==> src/rtl/ialu_pkg.sv <==
package ialu_pkg;

    typedef enum logic [2:0] {
        OP_ADD = 3'd0,
        OP_SUB = 3'd1,
        OP_MUL = 3'd2,
        OP_DIV = 3'd3,
        OP_MOD = 3'd4,
        OP_GCD = 3'd5,
        OP_LCM = 3'd6,
        OP_BAD = 3'd7
    } t_op;

    typedef enum logic [1:0] {
        ST_OK     = 2'd0,
        ST_DIV0   = 2'd1,
        ST_NOTPOS = 2'd2,
        ST_BADOP  = 2'd3
    } t_stat;

    typedef enum logic [3:0] {
        S_IDLE,
        S_DECODE,
        S_MUL,
        S_DIV,
        S_GCD,
        S_LDIV_INIT,
        S_LDIV,
        S_LMUL,
        S_FIN
    } t_state;

    typedef struct packed {
        logic [2:0]         req_type;
        logic signed [31:0] operand_a;
        logic signed [31:0] operand_b;
    } t_req;

    typedef struct packed {
        logic signed [63:0] value;
        logic [1:0]         status;
    } t_res;

    // controller -> datapath
    typedef struct packed {
        logic load;
        logic div_step;
        logic div_lcm_init;
        logic gcd_step;
        logic mul_en;
        logic mul_lcm;
        logic finish;
    } t_cmd;

    // datapath -> controller
    typedef struct packed {
        t_op  op;
        logic zero_b;
        logic notpos;
        logic div_last;
        logic gcd_eq;
    } t_sts;

endpackage

==> src/rtl/ialu_ctrl.sv <==
module ialu_ctrl (
    input  logic          i_clk,
    input  logic          i_rst_n,
    input  logic          i_start,
    input  ialu_pkg::t_sts i_sts,
    output ialu_pkg::t_cmd o_cmd,
    output logic          o_busy
);
    import ialu_pkg::*;

    t_state r_state, n_state;

    always_ff @(posedge i_clk) begin
        if (!i_rst_n) begin
            r_state <= S_IDLE;
        end else begin
            r_state <= n_state;
        end
    end

    always_comb begin
        n_state = r_state;
        case (r_state)
            S_IDLE: begin
                if (i_start) n_state = S_DECODE;
            end
            S_DECODE: begin
                case (i_sts.op)
                    OP_MUL: n_state = S_MUL;
                    OP_DIV, OP_MOD: n_state = i_sts.zero_b ? S_FIN : S_DIV;
                    OP_GCD, OP_LCM: n_state = i_sts.notpos ? S_FIN : S_GCD;
                    default: n_state = S_FIN;
                endcase
            end
            S_MUL: n_state = S_FIN;
            S_DIV: begin
                if (i_sts.div_last) n_state = S_FIN;
            end
            S_GCD: begin
                if (i_sts.gcd_eq) n_state = (i_sts.op == OP_LCM) ? S_LDIV_INIT : S_FIN;
            end
            S_LDIV_INIT: n_state = S_LDIV;
            S_LDIV: begin
                if (i_sts.div_last) n_state = S_LMUL;
            end
            S_LMUL: n_state = S_FIN;
            S_FIN: n_state = S_IDLE;
            default: n_state = S_IDLE;
        endcase
    end

    always_comb begin
        o_cmd = '0;
        case (r_state)
            S_IDLE:      o_cmd.load = i_start;
            S_MUL:       o_cmd.mul_en = 1'b1;
            S_DIV:       o_cmd.div_step = 1'b1;
            S_GCD:       o_cmd.gcd_step = !i_sts.gcd_eq;
            S_LDIV_INIT: o_cmd.div_lcm_init = 1'b1;
            S_LDIV:      o_cmd.div_step = 1'b1;
            S_LMUL: begin
                o_cmd.mul_en  = 1'b1;
                o_cmd.mul_lcm = 1'b1;
            end
            S_FIN:       o_cmd.finish = 1'b1;
            default:     o_cmd = '0;
        endcase
    end

    assign o_busy = (r_state != S_IDLE);

endmodule

==> src/rtl/ialu_dp.sv <==
module ialu_dp #(
    parameter int W = 32
) (
    input  logic           i_clk,
    input  logic           i_rst_n,
    input  ialu_pkg::t_req i_req,
    input  ialu_pkg::t_cmd i_cmd,
    output ialu_pkg::t_sts o_sts,
    output logic           o_valid,
    output ialu_pkg::t_res o_res
);
    import ialu_pkg::*;

    localparam int CW = $clog2(W);

    t_op                 r_op;
    logic signed [W-1:0] r_a, r_b;
    logic [W-1:0]        r_u, r_v;
    logic [CW-1:0]       r_k;
    logic [W-1:0]        r_dvd, r_dvs, r_rem;
    logic [CW-1:0]       r_cnt;
    logic signed [2*W-1:0] r_prod;
    logic                r_valid;
    t_res                r_res;

    logic signed [W-1:0] in_a, in_b;
    logic [W-1:0]        mag_a, mag_b, gcd_g;
    logic [W:0]          rem_sh;
    logic                q_bit;
    logic signed [W-1:0] mul_x;
    logic signed [W-1:0] sum_w, dif_w;
    logic signed [63:0]  res_val;
    t_stat               res_st;

    assign in_a  = i_req.operand_a[W-1:0];
    assign in_b  = i_req.operand_b[W-1:0];
    assign mag_a = in_a[W-1] ? W'(-in_a) : in_a;
    assign mag_b = in_b[W-1] ? W'(-in_b) : in_b;

    // restoring divide, one quotient bit per step
    assign rem_sh = {r_rem, r_dvd[W-1]};
    assign q_bit  = (rem_sh >= {1'b0, r_dvs});

    assign gcd_g = r_u << r_k;
    assign mul_x = i_cmd.mul_lcm ? $signed(r_dvd) : r_a;

    always_ff @(posedge i_clk) begin
        if (i_cmd.load) begin
            r_op  <= t_op'(i_req.req_type);
            r_a   <= in_a;
            r_b   <= in_b;
            r_u   <= in_a;
            r_v   <= in_b;
            r_k   <= '0;
            r_dvd <= mag_a;
            r_dvs <= mag_b;
            r_rem <= '0;
            r_cnt <= '0;
        end else if (i_cmd.div_lcm_init) begin
            r_dvd <= r_a;
            r_dvs <= gcd_g;
            r_rem <= '0;
            r_cnt <= '0;
        end else if (i_cmd.div_step) begin
            r_rem <= q_bit ? W'(rem_sh - {1'b0, r_dvs}) : rem_sh[W-1:0];
            r_dvd <= {r_dvd[W-2:0], q_bit};
            r_cnt <= r_cnt + 1'b1;
        end else if (i_cmd.gcd_step) begin
            // binary gcd
            if (!r_u[0] && !r_v[0]) begin
                r_u <= r_u >> 1;
                r_v <= r_v >> 1;
                r_k <= r_k + 1'b1;
            end else if (!r_u[0]) begin
                r_u <= r_u >> 1;
            end else if (!r_v[0]) begin
                r_v <= r_v >> 1;
            end else if (r_u > r_v) begin
                r_u <= r_u - r_v;
            end else begin
                r_v <= r_v - r_u;
            end
        end
        if (i_cmd.mul_en) begin
            r_prod <= mul_x * r_b;
        end
    end

    assign sum_w = r_a + r_b;
    assign dif_w = r_a - r_b;

    always_comb begin
        res_val = '0;
        res_st  = ST_OK;
        case (r_op)
            OP_ADD: res_val = 64'(sum_w);
            OP_SUB: res_val = 64'(dif_w);
            OP_MUL: res_val = 64'(r_prod);
            OP_DIV: begin
                if (r_b == '0) res_st = ST_DIV0;
                else if (r_a[W-1] ^ r_b[W-1]) res_val = -(64'(r_dvd));
                else res_val = 64'(r_dvd);
            end
            OP_MOD: begin
                if (r_b == '0) res_st = ST_DIV0;
                else if (r_a[W-1]) res_val = -(64'(r_rem));
                else res_val = 64'(r_rem);
            end
            OP_GCD: begin
                if (o_sts.notpos) res_st = ST_NOTPOS;
                else res_val = 64'(gcd_g);
            end
            OP_LCM: begin
                if (o_sts.notpos) res_st = ST_NOTPOS;
                else res_val = 64'(r_prod);
            end
            default: res_st = ST_BADOP;
        endcase
        if (res_st != ST_OK) res_val = '0;
    end

    always_ff @(posedge i_clk) begin
        if (!i_rst_n) begin
            r_valid <= 1'b0;
        end else begin
            r_valid <= i_cmd.finish;
        end
        if (i_cmd.finish) begin
            r_res.value  <= res_val;
            r_res.status <= res_st;
        end
    end

    assign o_sts.op       = r_op;
    assign o_sts.zero_b   = (r_b == '0);
    assign o_sts.notpos   = (r_a <= 0) || (r_b <= 0);
    assign o_sts.div_last = (r_cnt == CW'(W - 1));
    assign o_sts.gcd_eq   = (r_u == r_v);
    assign o_valid = r_valid;
    assign o_res   = r_res;

endmodule

==> src/rtl/integer_alu_with_gcd_lcm_top.sv <==
// Add, sub and bad op finish straight from decode; mul uses the shared multiplier,
// div/mod the shared bit-serial divider, gcd a binary gcd (one step per cycle),
// and lcm runs gcd, then the shared divider, then the shared multiplier.
// One request at a time: busy stays high until the result beat issues.
// The result beat lasts one cycle; the receiver cannot stall it.
// Synchronous active-low reset returns the controller to idle and drops o_valid.
module integer_alu_with_gcd_lcm_top #(
    parameter int DATA_WIDTH = 32
) (
    input  logic           i_clk,
    input  logic           i_rst_n,
    input  logic           start,
    output logic           busy,
    input  ialu_pkg::t_req i_req,
    output logic           o_valid,
    output ialu_pkg::t_res o_res
);
    import ialu_pkg::*;

    t_cmd cmd;
    t_sts sts;

    // controller sequences the steps; datapath holds operands and units
    ialu_ctrl u_ctrl (
        .i_clk   (i_clk),
        .i_rst_n (i_rst_n),
        .i_start (start),
        .i_sts   (sts),
        .o_cmd   (cmd),
        .o_busy  (busy)
    );

    ialu_dp #(.W(DATA_WIDTH)) u_dp (
        .i_clk   (i_clk),
        .i_rst_n (i_rst_n),
        .i_req   (i_req),
        .i_cmd   (cmd),
        .o_sts   (sts),
        .o_valid (o_valid),
        .o_res   (o_res)
    );

    // a result beat only closes a request in flight
    a_valid_busy: assert property (@(posedge i_clk) disable iff (!i_rst_n)
        o_valid |-> $past(busy))
        else $error("result beat without request");

    // accepted request makes the block busy
    a_accept_busy: assert property (@(posedge i_clk) disable iff (!i_rst_n)
        (start && !busy) |=> busy)
        else $error("accept did not raise busy");

    // error results carry zero
    a_err_zero: assert property (@(posedge i_clk) disable iff (!i_rst_n)
        (o_valid && o_res.status != ST_OK) |-> (o_res.value == 64'sd0))
        else $error("nonzero value with error status");

endmodule
==> config.mk <==
export PLATFORM = sky130hd
export DESIGN_NAME = integer_alu_with_gcd_lcm_top
export DESIGN_NICKNAME = d
export VERILOG_FILES = /design/src/rtl/ialu_pkg.sv /design/src/rtl/ialu_ctrl.sv /design/src/rtl/ialu_dp.sv /design/src/rtl/integer_alu_with_gcd_lcm_top.sv
export SDC_FILE = /design/constraint.sdc
export NUM_CORES = 2
export LEC_CHECK = 0
export BUFFER_PORTS_ARGS = -buffer_cell sky130_fd_sc_hd__buf_2
export CORE_MARGIN = 2
export CORE_UTILIZATION = 45
export DETAILED_ROUTE_END_ITERATION = 10
export PLACE_DENSITY = 0.7
export SYNTH_ARGS = -nofsm -noshare
export SYNTH_HDL_FRONTEND = slang
export SYNTH_HIERARCHICAL = 1
export SYNTH_SLANG_ARGS = --single-unit
==> constraint.sdc <==
create_clock -name i_clk -period 20.9 [get_ports i_clk]
set_input_delay 2.09 -clock i_clk [delete_from_list [all_inputs] [get_ports i_clk]]
set_output_delay 2.09 -clock i_clk [all_outputs]
set_load 0.005 [all_outputs]
==> impl_metrics.toml <==
[outcome]
run_status = "finished clean"

[hold_path]
hp-class = "reg2reg"
hp-start = "u_dp/r_prod[41]"
whs_endpoint = "u_dp/o_res[43]"
whs_path_depth = 1

[detailed_routing]
ant_nets = 0
vias = 54100
drtPass1Iterations = 7
routed_wl_um = 234000
drt-wirelength-per-cell_um = 26.0
vias_per_cell = 6.01
drt_iter0_drc = 6416
drc_errors = 0

[global_route]
antenna_found_initial = 27
busiest_layer = "met2"
grt_overflow = 0
grt.total_usage_pct = 32.4
grtUsageMet1_pct = 41.8
first_global_vias = 55600
met2_usage_pct = 47.7
grt_pass1_wl_um = 352000
grtUsageMet3_pct = 8.76
grt_max_degree = 102

[critical_path]
endpoint_kind = "flop"
worstPathRequired_ns = 21.30
regToRegStartpoint = "u_ctrl/r_state[1]"
critPathLaunch = "u_ctrl/r_state[1]"
timing.rr.end = "u_dp/r_prod[60]"
critPathArrivalTime_ns = 11.18
crit_top_cell = "fa_1"
reg2reg_depth = 31
slowest_delay_ns = 0.98
crit_path_start_kind = "flop"
rrSetupSlack_ns = 10.12
crit_type = "reg2reg"
worstPathMaxFanout = 60
critPathSlowestCell = "o311ai_1"

[synthesis]
synth_cells = 7127
synth_seq_area_share_pct = 16.7
synth_cell_type_count = 99
syn_area_per_cell_sq_um = 9.00
synth_top_area_cell = "fa_1"
synthFlopType = "edfxtp_1"
yosys-top-cells-area = "fa_1 (34%), edfxtp_1 (15%), inv_1 (7.2%), ha_1 (6.9%), nand2_1 (4.7%)"
synth_fp_nets = 8636
yosysWarnings = 6
netlist_area_sq_um = 64100
synth_edf_count = 325
async_flop_share_pct = 0
synth_top_area_share_pct = 33.9
synth_seq_cells = 372

[layout]
nets = 8568
drive_gt1_share_pct = 6.31
synthToLayoutAreaGrowth_pct = 6.59
seqCellArea_sq_um = 10700
n_fill_cell = 13300
final_common_cell = "inv_1"
layout_common_cells = "inv_1 (1224), fa_1 (1087), nand2_1 (807)"
multiInputGateArea_sq_um = 47400

[timing]
skew_ns = 0.0379
tightest_slew_ns = 1.24
setup_viol_count_final = 0
fin_crit_sh_pct = 51.6
maxSlewViolCount = 0
max_freq_mhz = 92.8
fin_setup_tns_ns = 0
rsz0062_at_grt = "false"
hold_violations = 0
period_minus_slack_ns = 10.78
slew_headroom_pct = 16.7

[floorplanning]
start_util_pct = 45.3
io_pins = 138
core_sq_um = 141000
die_x_um = 381
die_area_sq_um = 146000
die_h_um = 381
rows = 138

[clocking]
hold_buffers = 0
cts_tree = "done"
cts_made_buffers = 48
cts_resized = 0
clk_path_buf_depth = 3
cts_max_level = 2
clk_pin_slew_worst_paths_ns = 0.07
clock-sinks = 372
worstSkewPairLatency_ns = 0.66
root_buffer = "clkbuf_16"
post_cts_buffers = 0

[placement]
dp_hpwl_um = 182000
numPortBuffers = 137
place.gp.congestion = 0.989

[job]
drv_cap = 0
metrics by stage:
| stage | worst slack (ns) | util [%] | hold WS, ns | std cells | cell area [sq um] |
|---|---|---|---|---|---|
| 3_3_place_gp | 10.49 | 47.2 | 0.481 | 8899 | 66700 |
| 4_1_cts | 10.29 | 48.3 | 0.506 | 8986 | 68300 |
| 6_report | 10.12 | 48.3 | 0.504 | 9002 | 68300 |
| 5_1_grt | 9.67 | 48.3 | 0.539 | 8997 | 68300 |
| 3_5_place_dp | 10.31 | 47.2 | 0.503 | 8899 | 66700 |
| 2_1_floorplan | 11.17 | - | 0.467 | 7127 | 64100 |
Yosys cell counts, drive strengths merged (38+ instances only):
cell type,instances
nor2,715
o21bai,49
fa,1087
and2,104
a211oi,38
nand4,41
a21oi,374
a221oi,52
dfxtp,47
edfxtp,325
mux2i,119
a21o,125
clkbuf,312
xor2,84
nand3,45
o21ai,288
ha,352
nand2,808
buf,60
xnor2,195
nor4,47
nor3,68
nand2b,45
mux2,51
inv,1227
o31ai,42
layout make-up:
class                      count  share of cell area, %
multi-input combinational   5148                   69.4
sequential                   372                   15.7
inverter                    1235                   6.78
tap                         1890                   3.46
timing repair buffer         254                   2.29
clock buffer                  63                   1.93
clock inverter                24                  0.408
antenna                       16                 0.0586
worst max path at each step:
| stage | to | slack [ns] |
|---|---|---|
| after floorplan | u_dp/r_prod[60] | 11.17 |
| after CTS | u_dp/r_prod[61] | 10.29 |
| after detailed placement | u_dp/r_prod[60] | 10.31 |
| after global routing | u_dp/r_prod[60] | 9.67 |
| final | u_dp/r_prod[60] | 10.12 |
| after global placement | u_dp/r_prod[60] | 10.49 |
cell families after synthesis:
group | synth area share, %
fa+ha+maj | 40.8
compound gates | 12.5
flops | 16.7
xor+xnor | 3.81
buf+inv | 9.49
simple gates | 13.7
mux | 3.03
flip-flops by register name (all words and copies together) (netlist names):
name / flops
u_dp/o_res: 66
u_dp/r_prod: 64
u_dp/r_a: 32
u_dp/r_b: 32
u_dp/r_dvd: 32
u_dp/r_dvs: 32
u_dp/r_rem: 32
u_dp/r_u: 32
u_dp/r_v: 32
u_dp/r_cnt: 5
u_dp/r_k: 5
u_ctrl/r_state: 4
u_dp/r_op: 3
u_dp/o_valid: 1
worst max-delay path, delay by kind of cell, from the launching register on:
family          cells  cell delay, ns
buf+inv             7            1.17
mux                 1            0.84
xor+xnor            1            0.10
simple gates        6            1.37
fa+ha+maj           9            4.17
compound gates      7            2.19
flops               1            0.55
per-layer routing:
metal	vias to the layer above	share of wire, %
li1	22900	-
met1	27000	37
met2	3377	43
met3	874	12
met4	20	7.9
met5	-	0.065
Power is left out: the tool's default activity adds up to more than one toggle a clock period on the data nets, which glitch-free logic cannot reach.
